`src/design/utli_pkg.sv`:
```
// Shared constants, codes and types for the uniform table linear interpolator.
// Used by the top, load and query modules; depends on nothing.
package utli_pkg;

  // Table and number format.
  localparam int TABLE_DEPTH = 1024;
  localparam int FRAC_BITS   = 16;
  localparam int VAL_W       = 32;
  localparam int CNT_W       = 11;
  localparam int MIN_POINTS  = 2;

  // Derived widths.
  localparam int ADDR_W = $clog2(TABLE_DEPTH);
  localparam int IDX_W  = $clog2(TABLE_DEPTH + 1);
  localparam int PROD_W = 2 * VAL_W;
  localparam int INT_W  = PROD_W - 2 * FRAC_BITS;
  localparam int N_W    = (IDX_W > CNT_W) ? IDX_W : CNT_W;
  localparam int CMP_W  = (INT_W > N_W) ? INT_W : N_W;
  localparam int WGT_W  = FRAC_BITS + 1;
  localparam int SUM_W  = VAL_W + 2;

  // Configuration register indexes.
  localparam int CFG_IDX_W = 2;
  typedef enum logic [CFG_IDX_W-1:0] {
    CFG_RANGE_START     = 2'd0,
    CFG_RANGE_END       = 2'd1,
    CFG_INVERSE_SPACING = 2'd2,
    CFG_POINT_COUNT     = 2'd3
  } cfg_reg_t;

  // Item commands.
  localparam logic CMD_LOAD  = 1'b0;
  localparam logic CMD_QUERY = 1'b1;

  // Saturation limits and reset values.
  localparam logic signed [VAL_W-1:0] VAL_MAX = {1'b0, {(VAL_W-1){1'b1}}};
  localparam logic signed [VAL_W-1:0] VAL_MIN = {1'b1, {(VAL_W-1){1'b0}}};
  localparam logic signed [VAL_W-1:0] RANGE_START_RST = '0;
  localparam logic signed [VAL_W-1:0] RANGE_END_RST   = VAL_W'(64'd1 << FRAC_BITS);
  localparam logic [VAL_W-1:0]        INV_SPACING_RST = VAL_W'(64'd1 << FRAC_BITS);
  localparam logic [CNT_W-1:0]        POINT_COUNT_RST = CNT_W'(MIN_POINTS);

  // Configuration as seen by the query pipeline.
  typedef struct packed {
    logic signed [VAL_W-1:0] range_start;
    logic signed [VAL_W-1:0] range_end;
    logic [VAL_W-1:0]        inverse_spacing;
    logic [CNT_W-1:0]        point_count;
  } cfg_t;

  // Running extrema of the loaded samples.
  typedef struct packed {
    logic signed [VAL_W-1:0] min_v;
    logic signed [VAL_W-1:0] max_v;
  } extrema_t;

  // Write request to the sample memory.
  typedef struct packed {
    logic              en;
    logic [ADDR_W-1:0] addr;
    logic [VAL_W-1:0]  data;
  } wr_req_t;

  // One result beat leaving the query pipeline.
  typedef struct packed {
    logic                    valid;
    logic signed [VAL_W-1:0] value;
    extrema_t                ext;
  } result_t;

endpackage

```
`src/design/utli_load.sv`:
```
// Load path: sample index counter, running extrema and the delayed memory write.
// Depends on utli_pkg.
module utli_load (
  input  logic                              clk,
  input  logic                              rst_n,
  input  logic                              en,
  input  logic                              load_acc,
  input  logic                              first,
  input  logic signed [utli_pkg::VAL_W-1:0] sample,
  output utli_pkg::extrema_t                ext,
  output utli_pkg::wr_req_t                 wr
);

  logic [utli_pkg::IDX_W-1:0]        idx_r, idx_nxt, idx_base;
  logic signed [utli_pkg::VAL_W-1:0] min_r, min_nxt, min_base;
  logic signed [utli_pkg::VAL_W-1:0] max_r, max_nxt, max_base;
  logic                              room;
  utli_pkg::wr_req_t                 wr_new;
  utli_pkg::wr_req_t                 w1_r;
  utli_pkg::wr_req_t                 w2_r;

  // A restart takes effect before the check for a full table.
  always_comb begin
    idx_base = first ? '0 : idx_r;
    min_base = first ? utli_pkg::VAL_MAX : min_r;
    max_base = first ? utli_pkg::VAL_MIN : max_r;
    room     = idx_base < utli_pkg::IDX_W'(utli_pkg::TABLE_DEPTH);

    wr_new.en   = load_acc && room;
    wr_new.addr = idx_base[utli_pkg::ADDR_W-1:0];
    wr_new.data = sample;

    idx_nxt = idx_r;
    min_nxt = min_r;
    max_nxt = max_r;
    if (load_acc) begin
      idx_nxt = room ? idx_base + 1'b1 : idx_base;
      min_nxt = (room && (sample < min_base)) ? sample : min_base;
      max_nxt = (room && (sample > max_base)) ? sample : max_base;
    end
  end

  // Counter and extrema registers.
  always_ff @(posedge clk) begin
    if (!rst_n) begin
      idx_r <= '0;
      min_r <= utli_pkg::VAL_MAX;
      max_r <= utli_pkg::VAL_MIN;
    end else begin
      idx_r <= idx_nxt;
      min_r <= min_nxt;
      max_r <= max_nxt;
    end
  end

  // The write travels two stages so that it reaches the memory at the same
  // pipeline position as a query read, keeping reads and writes in order.
  always_ff @(posedge clk) begin
    if (!rst_n) begin
      w1_r.en <= 1'b0;
      w2_r.en <= 1'b0;
    end else if (en) begin
      w1_r <= wr_new;
      w2_r <= w1_r;
    end
  end

  assign ext.min_v = min_r;
  assign ext.max_v = max_r;
  assign wr.en     = w2_r.en && en;
  assign wr.addr   = w2_r.addr;
  assign wr.data   = w2_r.data;

endmodule

```
`config.mk`:
```
export PLATFORM = sky130hd
export DESIGN_NAME = utli_load
export DESIGN_NICKNAME = d
export VERILOG_FILES = /design/src/design/utli_pkg.sv /design/src/design/utli_load.sv
export SDC_FILE = /design/constraint.sdc
export NUM_CORES = 1
export LEC_CHECK = 0
export ABC_AREA = 1
export BUFFER_PORTS_ARGS = -buffer_cell sky130_fd_sc_hd__buf_2
export CAP_MARGIN = 10
export CORE_MARGIN = 2
export CORE_UTILIZATION = 55
export DETAILED_ROUTE_END_ITERATION = 10
export PLACE_DENSITY = 0.88
export SYNTH_ARGS = -nofsm -noshare
export SYNTH_HDL_FRONTEND = slang
export SYNTH_SLANG_ARGS = --single-unit
```
`constraint.sdc`:
```
create_clock -name clk -period 3.8 [get_ports clk]
set_input_delay 0.19 -clock clk [delete_from_list [all_inputs] [get_ports clk]]
set_output_delay 0.19 -clock clk [all_outputs]
set_load 0.01 [all_outputs]
```
**After elaboration in Yosys (flattened, before gate mapping)**

Cells that the tools add are included.

- Bits of input ports: 37
- Logic and storage cells: 24
- Flip-flop bits (word level): 161
- Output and inout bits: 107

- Muxes and demuxes: 6
- $add $sub $neg: 1
- Reduce and logical (&&, ||, !) cells: 5
- $lt $le $gt $ge: 3

Operators by type and width:

| operator | number |
|---|---|
| $mux 32 | 4 |
| $gt 32x32->1 | 1 |
| $lt 32x32->1 | 1 |
| $mux 11 | 2 |
| $add 11x1->11 const B | 1 |
| $lt 11x11->1 const B | 1 |
| $logic_and 1x1->1 | 4 |
| $reduce_and 2->1 | 1 |

**Longest topological paths before layout**

Gate-level depths: netlist of the first run.

- Depth in word-level cells: 4
- Depth in mapped cells: 20
- Mapped depth without buffers: 17

**Worst setup path before layout of the first run**

OpenSTA, ideal clock, no wires.

- Kind: input to register
- From: input first
- To: register min_r[21] (netlist name)
- Setup time: 0.116 ns
- Path buffers: 4
- Required time: 3.684 ns
- Data arrival time: 2.390 ns
- Stages on the path: 18
- Setup slack: 1.293 ns
- Cells stage by stage: buf_2 -> buf_2 -> buf_1 -> nor2_1 -> ha_1 -> nand2_1 -> inv_1 -> o21ai_1 -> nand2_1 -> nand2_1 -> o211ai_1 -> a21oi_1 -> nand2_1 -> nand2_1 -> nand3_4 -> clkbuf_2 -> o21ai_1 -> nand2_1

- Cells in the longest elaborated chain, start to end: 4
- Elaborated cells on any way between the ends: 6
- Classes of those cells: order compare: 2; mux: 3; reduce/logical: 1

RTL lines:

| element | line | source |
|---|---|---|
| from (decl) | utli_load.sv:8 | `input logic first,` |
| $mux 32 or $mux 11 (tied branches) | utli_load.sv:25, utli_load.sv:24 |  |
| $lt 32x32->1 or $lt 11x11->1 (tied branches) | utli_load.sv:38, utli_load.sv:27 |  |
| $logic_and 1x1->1 | utli_load.sv:38 | `min_nxt = (room && (sample < min_base)) ? sample : min_base;` |
| $mux 32 * | utli_load.sv:38 |  |
| to (signal assigned) | utli_load.sv:47 | `min_r <= utli_pkg::VAL_MAX;` |
| to (signal assigned) | utli_load.sv:51 | `min_r <= min_nxt;` |
| to (decl) | utli_load.sv:15 | `logic signed [utli_pkg::VAL_W-1:0] min_r, min_nxt, min_base;` |

Every way passes the cells marked *; elsewhere a longest branch is shown, timed or not.
A chain may end at the register's enable or synchronous reset.

**Worst setup path after layout of the first run**

- From: register min_r[31] (netlist name)
- To: register min_r[1] (netlist name)

- Cells in the longest elaborated chain, start to end: 4

RTL lines:

| element | line | source |
|---|---|---|
| $mux 32 | utli_load.sv:25 | `min_base = first ? utli_pkg::VAL_MAX : min_r;` |
| $lt 32x32->1 | utli_load.sv:38 |  |
| $logic_and 1x1->1 | utli_load.sv:38 |  |
| $mux 32 | utli_load.sv:38 |  |

No other way between the ends.

==> summary.txt, run 1 <==
Synthesis
  – Ys flop type: edfxtp_1
  – Synth area leaders: edfxtp_1 31%, dfxtp_1 19%, ha_1 9.7%
  – Post-synth EDFFs: 84
  – Most frequent cells after synthesis: 180 x nand2_1, 135 x a21oi_1, 84 x edfxtp_1
  – Synth Net Count: 1027
  – Most common cell in the netlist: nand2_1
  – Post-synthesis cell type count: 36
  – Area fraction of the dominant cell type after synthesis: 30.69%
  – Share of the yosys chip area belonging to registers: 49.45%
  – Synthesized instance count: 926
  – Register bit total from synthesis: 161
  – Area leader, netlist: edfxtp_1
  – FFs w/ async S/R, synth: 0%
  – Mapped Avg Cell Area: 8.875 sq um
  – Cell Area, Synth: 0.008218 sq mm
  – Synth Warn #: 0

Setup path
  – Worst reg2reg setup slack: 890 ps
  – Crit-path max cell delay: 570 ps
  – Crit-path most repeated cell: nand2_1
  – Crit path DAT: 3280 ps
  – Critical Path Start Type: register
  – Crit path capture type: register
  – Critical-path top delay cell: nand3_4
  – WS Path Type: reg -> reg
  – Critical path peak fanout: 63
  – Worst-path cell chain: nand2_1, ha_1, nand2_1, nor2_1, nand4_1, nor4_2, nand2_1, nand3_2, nand3_4, a21oi_1, o21ai_1, nand2_1
  – WP data required: 4180 ps
  – Worst flop-to-flop path startpoint: min_r[31]$_SDFFE_PN0P_
  – Reg-to-reg endpoint: min_r[1]$_SDFFE_PN1P_
  – Buf/Inv on CP: 0
  – Crit path max-delay family: simple AND/OR/NAND/NOR gates
  – R2R depth: 12

Placed design
  – Placed Cells incl. Taps: 1173
  – Dpl ws: 525.9 ps
  – Final GP Congestion: 0.8561
  – PortBufs: 143
  – DPL Wire Length: 12920 um

STA
  – Worst Tran Pin Value: 800.5 ps
  – Final period util: 76.52%
  – Unrepaired setup endpoints after global routing: no
  – Setup TNS: 0 ps
  – Tmin final: 2908 ps
  – # setup viols final: 0
  – Hold Vio Cnt, Final: 0
  – Setup ws final: 892.1 ps
  – Slew headroom: 46.63%
  – Max Slew Vio Count: 0
  – FMAX: 0.3439 GHz
  – Clock Skew: 14.16 ps

Pwr
  – Leak: 3.995 nW
  – Peak VDD IR: 0.3142 mV
  – Cell Pwr Density: 464.3 mW/mm^2
  – Sw Pwr: 1.202 mW
  – Seq pwr share: 46.2%
  – Clock power frac: 38.2%
  – Sw frac: 27.69%
  – Combinational fraction of design power: 15.6%
  – Internal Pwr Total: 3.138 mW
  – Tot Pwr: 4.339 mW

Route
  – WL final: 19350 um
  – Via count: 6869
  – Post-detailed-route via-to-cell ratio: 5.672
  – ANT nets after route: 0
  – Drt drc: 0
  – First drt pass iteration count: 7
  – DR iter-0 viols: 747
  – Wire length per cell after detailed routing: 15.98 um

Flow run
  – Maxcap violations: 0

Cells and area
  – Ant diodes: 0
  – Layout cell share with drive strength beyond 1: 19.18%
  – Nets@finish: 1115
  – Fillers: 1183
  – Layout Cells excl Fill: 1211
  – Post-layout util: 64.06%
  – Syn-to-layout area delta: 13.72%
  – Storage cell area: 0.004064 sq mm
  – Combined area of the multi-input logic cells: 0.003343 sq mm

Floorplan
  – Die Span Y: 126.2 um
  – Area of the core: 0.01459 sq mm
  – Io pins: 144
  – Starting Density: 56.33%
  – Die ar.: 0.01594 sq mm
  – Site Rows: 44
  – Die X: 126.2 um

CTS
  – TritonCTS clock tree: done
  – CTS clk-pin slew, worst paths: 60 ps
  – Post-cts sizing count: 0
  – Clk buf depth: 2
  – Clk root buf: clkbuf_16
  – Later-pin clock latency in the skew report: 440 ps
  – Clock Sinks: 161
  – Buffer count from post-CTS setup fixing: 0
  – H-tree levels: 4
  – CTS buffer count: 17

Run status
  – Outcome: completed

Hold path
  – Hold EP: w1_r[18]$_DFFE_PP_
  – HP Start: sample[18]
  – Hold WC Path Type: in -> reg
  – Min-Delay Path Depth: 1

GRT
  – Total GRT Usage: 24.70%
  – Number of antenna violations at the first check in global routing: 0
  – Number of global-route vias before repair: 6582
  – Largest net degree at the start of global routing: 77
  – First-pass GRT wire length: 31680 um
  – GRT overflow: 0
power by group through the flow:
| stage | registers, mW | clock network, mW | logic (mW) |
|---|---|---|---|
| floorplan | 2.06 | 0 | 0.439 |
| global placement | 2.04 | 0 | 0.640 |
| detailed placement | 2.04 | 0 | 0.663 |
| CTS | 2.00 | 1.68 | 0.674 |
| global route | 2.02 | 1.74 | 0.761 |
| finish | 2.01 | 1.66 | 0.677 |
registers in the layout, summed over array words and instances (netlist names):
| signal | cells |
|---|---|
| w1_r | 43 |
| wr | 42 |
| max_r | 32 |
| min_r | 32 |
| idx_r | 11 |
| w2_r | 1 |
worst max-delay path by stage:
stage	from	end	slack [ps]	cells after the start
floorplan	first	min_r[21]$_SDFFE_PN1P_	1290	18
global placement	first	min_r[0]$_SDFFE_PN1P_	640	13
detailed placement	first	min_r[23]$_SDFFE_PN1P_	530	14
CTS	min_r[31]$_SDFFE_PN0P_	min_r[23]$_SDFFE_PN1P_	930	12
global route	min_r[31]$_SDFFE_PN0P_	min_r[10]$_SDFFE_PN1P_	560	12
finish	min_r[31]$_SDFFE_PN0P_	min_r[1]$_SDFFE_PN1P_	890	12
area by class of cell:
cell class	instances	area share [%]
inverters	73	2.946
repair buffers	158	9.158
clock inverters	10	1.098
multi-input cells	603	35.77
flip-flops and latches	161	43.49
well taps	184	2.464
clock buffers	22	5.074
what timing repair did:
item / in CTS / in global routing
setup endpoints to repair: 0 / 0
hold endpoints to repair: 6 / 0
hold buffers: 6 / 0
metrics by stage:
stage          hold slack [ps]  area, sq um
6_report                 12.99         9345
5_1_grt                  7.349         9345
4_1_cts                 0.3153         9345
3_5_place_dp             404.5         8708
3_3_place_gp             400.4         8708
2_1_floorplan            283.5         8218
per-layer routing:
metal	routed length, um	vias up	track usage [%]	part of all wire [%]
li1	-	3342	-	-
met1	8102	3152	31.59	42
met2	9288	323	40.07	48
met3	1437	52	5.565	7.4
met4	520	0	11.51	2.7
met5	0	-	0	0
placed cells by master, fill, tap and decap left out, types with 2 or more instances in the layout:
cell / netlist / routed
nand2_1: 180 / 180
clkbuf_8: 0 / 3
clkbuf_1: 22 / 2
nor3_1: 10 / 10
nand3b_1: 3 / 3
inv_1: 69 / 68
nand4_1: 42 / 42
clkinv_4: 0 / 2
o211ai_1: 3 / 3
dfxtp_1: 77 / 77
clkbuf_16: 0 / 17
dlygate4sd3_1: 0 / 6
inv_6: 0 / 2
nand3_1: 35 / 35
nor3_2: 3 / 3
buf_2: 14 / 143
clkinvlp_4: 0 / 5
o22ai_1: 2 / 2
nor4_1: 2 / 2
a21oi_1: 135 / 135
o21ai_0: 10 / 10
o21a_1: 2 / 2
buf_4: 43 / 8
edfxtp_1: 84 / 84
ha_1: 64 / 64
inv_2: 3 / 3
nor2_1: 65 / 65
o21ai_1: 35 / 35
nand3_2: 3 / 3
logic make-up (layout without fill, tap and decap cells):
logic type	Yosys count	after routing	synth area share [%]
AO/OA/AOI/OAI	191	191	12.04
adder cells (fa/ha/maj)	64	64	9.744
buffers and inverters	162	263	9.866
flip-flops	161	161	49.45
AND/OR/NAND/NOR	348	348	18.89
Power figures use the tool's default switching activity.
==> run 2, diff against run 1 <==
--- a/config.mk
+++ b/config.mk
@@ -9,9 +9,9 @@
 export BUFFER_PORTS_ARGS = -buffer_cell sky130_fd_sc_hd__buf_2
 export CAP_MARGIN = 10
 export CORE_MARGIN = 2
-export CORE_UTILIZATION = 55
+export CORE_UTILIZATION = 51
 export DETAILED_ROUTE_END_ITERATION = 10
-export PLACE_DENSITY = 0.88
+export PLACE_DENSITY = 0.86
 export SYNTH_ARGS = -nofsm -noshare
 export SYNTH_HDL_FRONTEND = slang
 export SYNTH_SLANG_ARGS = --single-unit
==> constraint.sdc (replaced) <==
create_clock -name clk -period 2.6 [get_ports clk]
set_input_delay 0.13 -clock clk [delete_from_list [all_inputs] [get_ports clk]]
set_output_delay 0.13 -clock clk [all_outputs]
set_load 0.01 [all_outputs]
==> run 2 against run 1 <==
Sequential power is 46% higher. Non-clock buffer count is 55 higher. First-iteration DRC count is 18% lower. Via count is 3.9% higher. Clock power is 60% higher. Die area is 7.6% higher. Critical path depth is 2 higher. Clock-buffer cell count stayed put. Critical path type is now in -> reg.
==> summary.txt, run 2 (same netlist as run 1, synthesis figures left out) <==
GRT
  – Number of antenna violations at the first check in global routing: 0 (unchanged)
  – Number of global-route vias before repair: 6268 (-4.8%)
  – First-pass GRT wire length: 30710 um (-3.1%)
  – Largest net degree at the start of global routing: 98 (+27%)
  – GRT overflow: 0 (unchanged)
  – Total GRT Usage: 22.89% (-1.8 points)

Pwr
  – Sw frac: 27.40% (-0.29 points)
  – Clock power frac: 38.7% (+0.5 points)
  – Internal Pwr Total: 4.961 mW (+58%)
  – Cell Pwr Density: 665.4 mW/mm^2 (+43%)
  – Peak VDD IR: 0.4769 mV (+52%)
  – Tot Pwr: 6.833 mW (+57%)
  – Combinational fraction of design power: 18.4% (+2.8 points)
  – Leak: 4.383 nW (+9.7%)
  – Sw Pwr: 1.872 mW (+56%)
  – Seq pwr share: 42.9% (-3.3 points)

Route
  – DR iter-0 viols: 610 (-18%)
  – Wire length per cell after detailed routing: 16.34 um (+2.3%)
  – Drt drc: 0 (unchanged)
  – Post-detailed-route via-to-cell ratio: 5.496 (-3.1%)
  – Via count: 7134 (+3.9%)
  – WL final: 21210 um (+9.6%)
  – ANT nets after route: 0 (unchanged)
  – First drt pass iteration count: 5 (-2)

Cells and area
  – Largest Register: w1_r
  – Syn-to-layout area delta: 24.97%
  – Leading cell type in the layout, fill and taps excluded: nand2_1
  – Layout cell share with drive strength beyond 1: 24.21% (+5.0 points)
  – Largest register FFs: 43 (unchanged)
  – Layout Cells excl Fill: 1298 (+7.2%)
  – Most frequent cells in the layout: 177 x nand2_1, 142 x buf_2, 131 x a21oi_1, 84 x edfxtp_1, 73 x dfxtp_1
  – Nets@finish: 1170 (+4.9%)
  – Ant diodes: 0 (unchanged)

CTS
  – CTS clk-pin slew, worst paths: 60 ps (about the same)
  – H-tree levels: 4 (unchanged)
  – Clk root buf: clkbuf_16
  – Clk buf depth: 2 (unchanged)
  – CTS buffer count: 17 (unchanged)
  – Clock Sinks: 161 (unchanged)
  – Later-pin clock latency in the skew report: 430 ps (about the same)
  – TritonCTS clock tree: done

Setup path
  – Reg-to-reg endpoint: min_r[11]$_SDFFE_PN1P_
  – Worst flop-to-flop path startpoint: min_r[31]$_SDFFE_PN0P_
  – Critical path peak fanout: 8 (-87%)
  – Crit path DAT: 2900 ps (-380 ps)
  – Critical Path Start Type: input pin
  – WS Path Type: in -> reg
  – R2R depth: 13 (+1)
  – WP data required: 2920 ps (-1260 ps)
  – Crit path capture type: register
  – Worst reg2reg setup slack: 20 ps (-870 ps)

STA
  – Max Slew Vio Count: 0 (unchanged)
  – Unrepaired setup endpoints after global routing: yes
  – FMAX: 0.3873 GHz
  – Setup TNS: 0 ps (unchanged)
  – Setup ws final: 17.69 ps (-874.4 ps)
  – Tmin final: 2582 ps
  – # setup viols final: 0 (unchanged)
  – Worst Tran Pin Value: 1062 ps (+261.5 ps)
  – Clock Skew: 13.80 ps (-0.3589 ps)
  – Final period util: 99.32%
  – Hold Vio Cnt, Final: 0 (unchanged)
  – Slew headroom: 29.20% (-17 points)

Floorplan
  – Starting Density: 51.92% (-4.4 points)
  – Area of the core: 0.01583 sq mm (+8.5%)
  – Die Span Y: 130.9 um (+3.7%)
  – Die X: 130.9 um (+3.7%)
  – Io pins: 144 (unchanged)
  – Die ar.: 0.01715 sq mm (+7.6%)
  – Site Rows: 46 (+4.5%)

Placed design
  – Final GP Congestion: 0.8486 (-0.88%)
  – DPL Wire Length: 12990 um (+0.56%)
  – Placed Cells incl. Taps: 1219 (+3.9%)
  – Dpl ws: 53.00 ps (-472.9 ps)
  – PortBufs: 143 (unchanged)

Hold path
  – Min-Delay Path Depth: 5 (+4)
  – Hold WC Path Type: in -> reg
  – Hold EP: idx_r[3]$_SDFFE_PN0P_
  – HP Start: load_acc

Flow run
  – Maxcap violations: 0 (unchanged)

Run status
  – Outcome: completed
run 2: what timing repair did:
item,4_1_cts,5_1_grt
endpoints found under the setup margin,0,33
buffers inserted,0,7
hold buffers,34,0
endpoints found under the hold margin,60,0
resized for setup,0,50
run 2: metrics by stage:
step	util, %	hold slack [ps]	instance area, sq um
after floorplan	-	223.5	8218
after global placement	56.33	370.4	8916
after global routing	64.89	228.1	10270
final	64.89	177.5	10270
after CTS	62.42	166.1	9879
after detailed placement	56.33	369.8	8916
run 2: critical path, stage by stage:
cell           delay [ps]
dlygate4sd3_1         530
buf_2                 180
ha_4                  280
nand2_1                50
nor2_2                140
nand4_1               200
nor4_2                340
nand2_1               140
nand3_2               130
nand3_4               200
buf_6                 210
clkbuf_16             170
o21ai_1               140
nand2_1                60
run 2: worst max-delay path by stage:
stage / startpoint / end / cells after the start / slack, ps
6_report: sample[29] / min_r[11]$_SDFFE_PN1P_ / 14 / 20
5_1_grt: min_r[25]$_SDFFE_PN1P_ / min_r[5]$_SDFFE_PN1P_ / 16 / -110
4_1_cts: min_r[31]$_SDFFE_PN0P_ / min_r[13]$_SDFFE_PN1P_ / 14 / 70
3_5_place_dp: first / max_r[0]$_SDFFE_PN0P_ / 17 / 50
3_3_place_gp: first / max_r[0]$_SDFFE_PN0P_ / 17 / 110
2_1_floorplan: first / min_r[21]$_SDFFE_PN1P_ / 18 / 150
run 2: final cells by class:
| class | count | area (sq um) |
|---|---|---|
| clock buffer | 22 | 474.2 |
| inverter | 73 | 275.3 |
| clock inverter | 10 | 148.9 |
| sequential | 161 | 4069 |
| tap | 216 | 270.3 |
| multi-input combinational | 603 | 3508 |
| timing repair buffer | 213 | 1524 |
| fill | 1219 | 5558 |
run 2: layer usage:
layer  vias up  track usage (%)  part of all wire, %  wire [um]
met5         -                0                    0          0
met2       349            37.64                   49      10320
met3        41            5.537                  7.7       1627
li1       3447                -                    -          -
met1      3297            29.60                   42       8855
met4         0            8.010                  1.9        412
run 2: power groups by stage:
stage	registers [mW]	clock network [mW]	logic (mW)
after floorplan	3.01	0	0.641
after global placement	2.97	0	0.994
after detailed placement	2.98	0	1.02
after CTS	2.92	2.66	1.07
after global routing	2.94	2.76	1.39
final	2.93	2.65	1.26
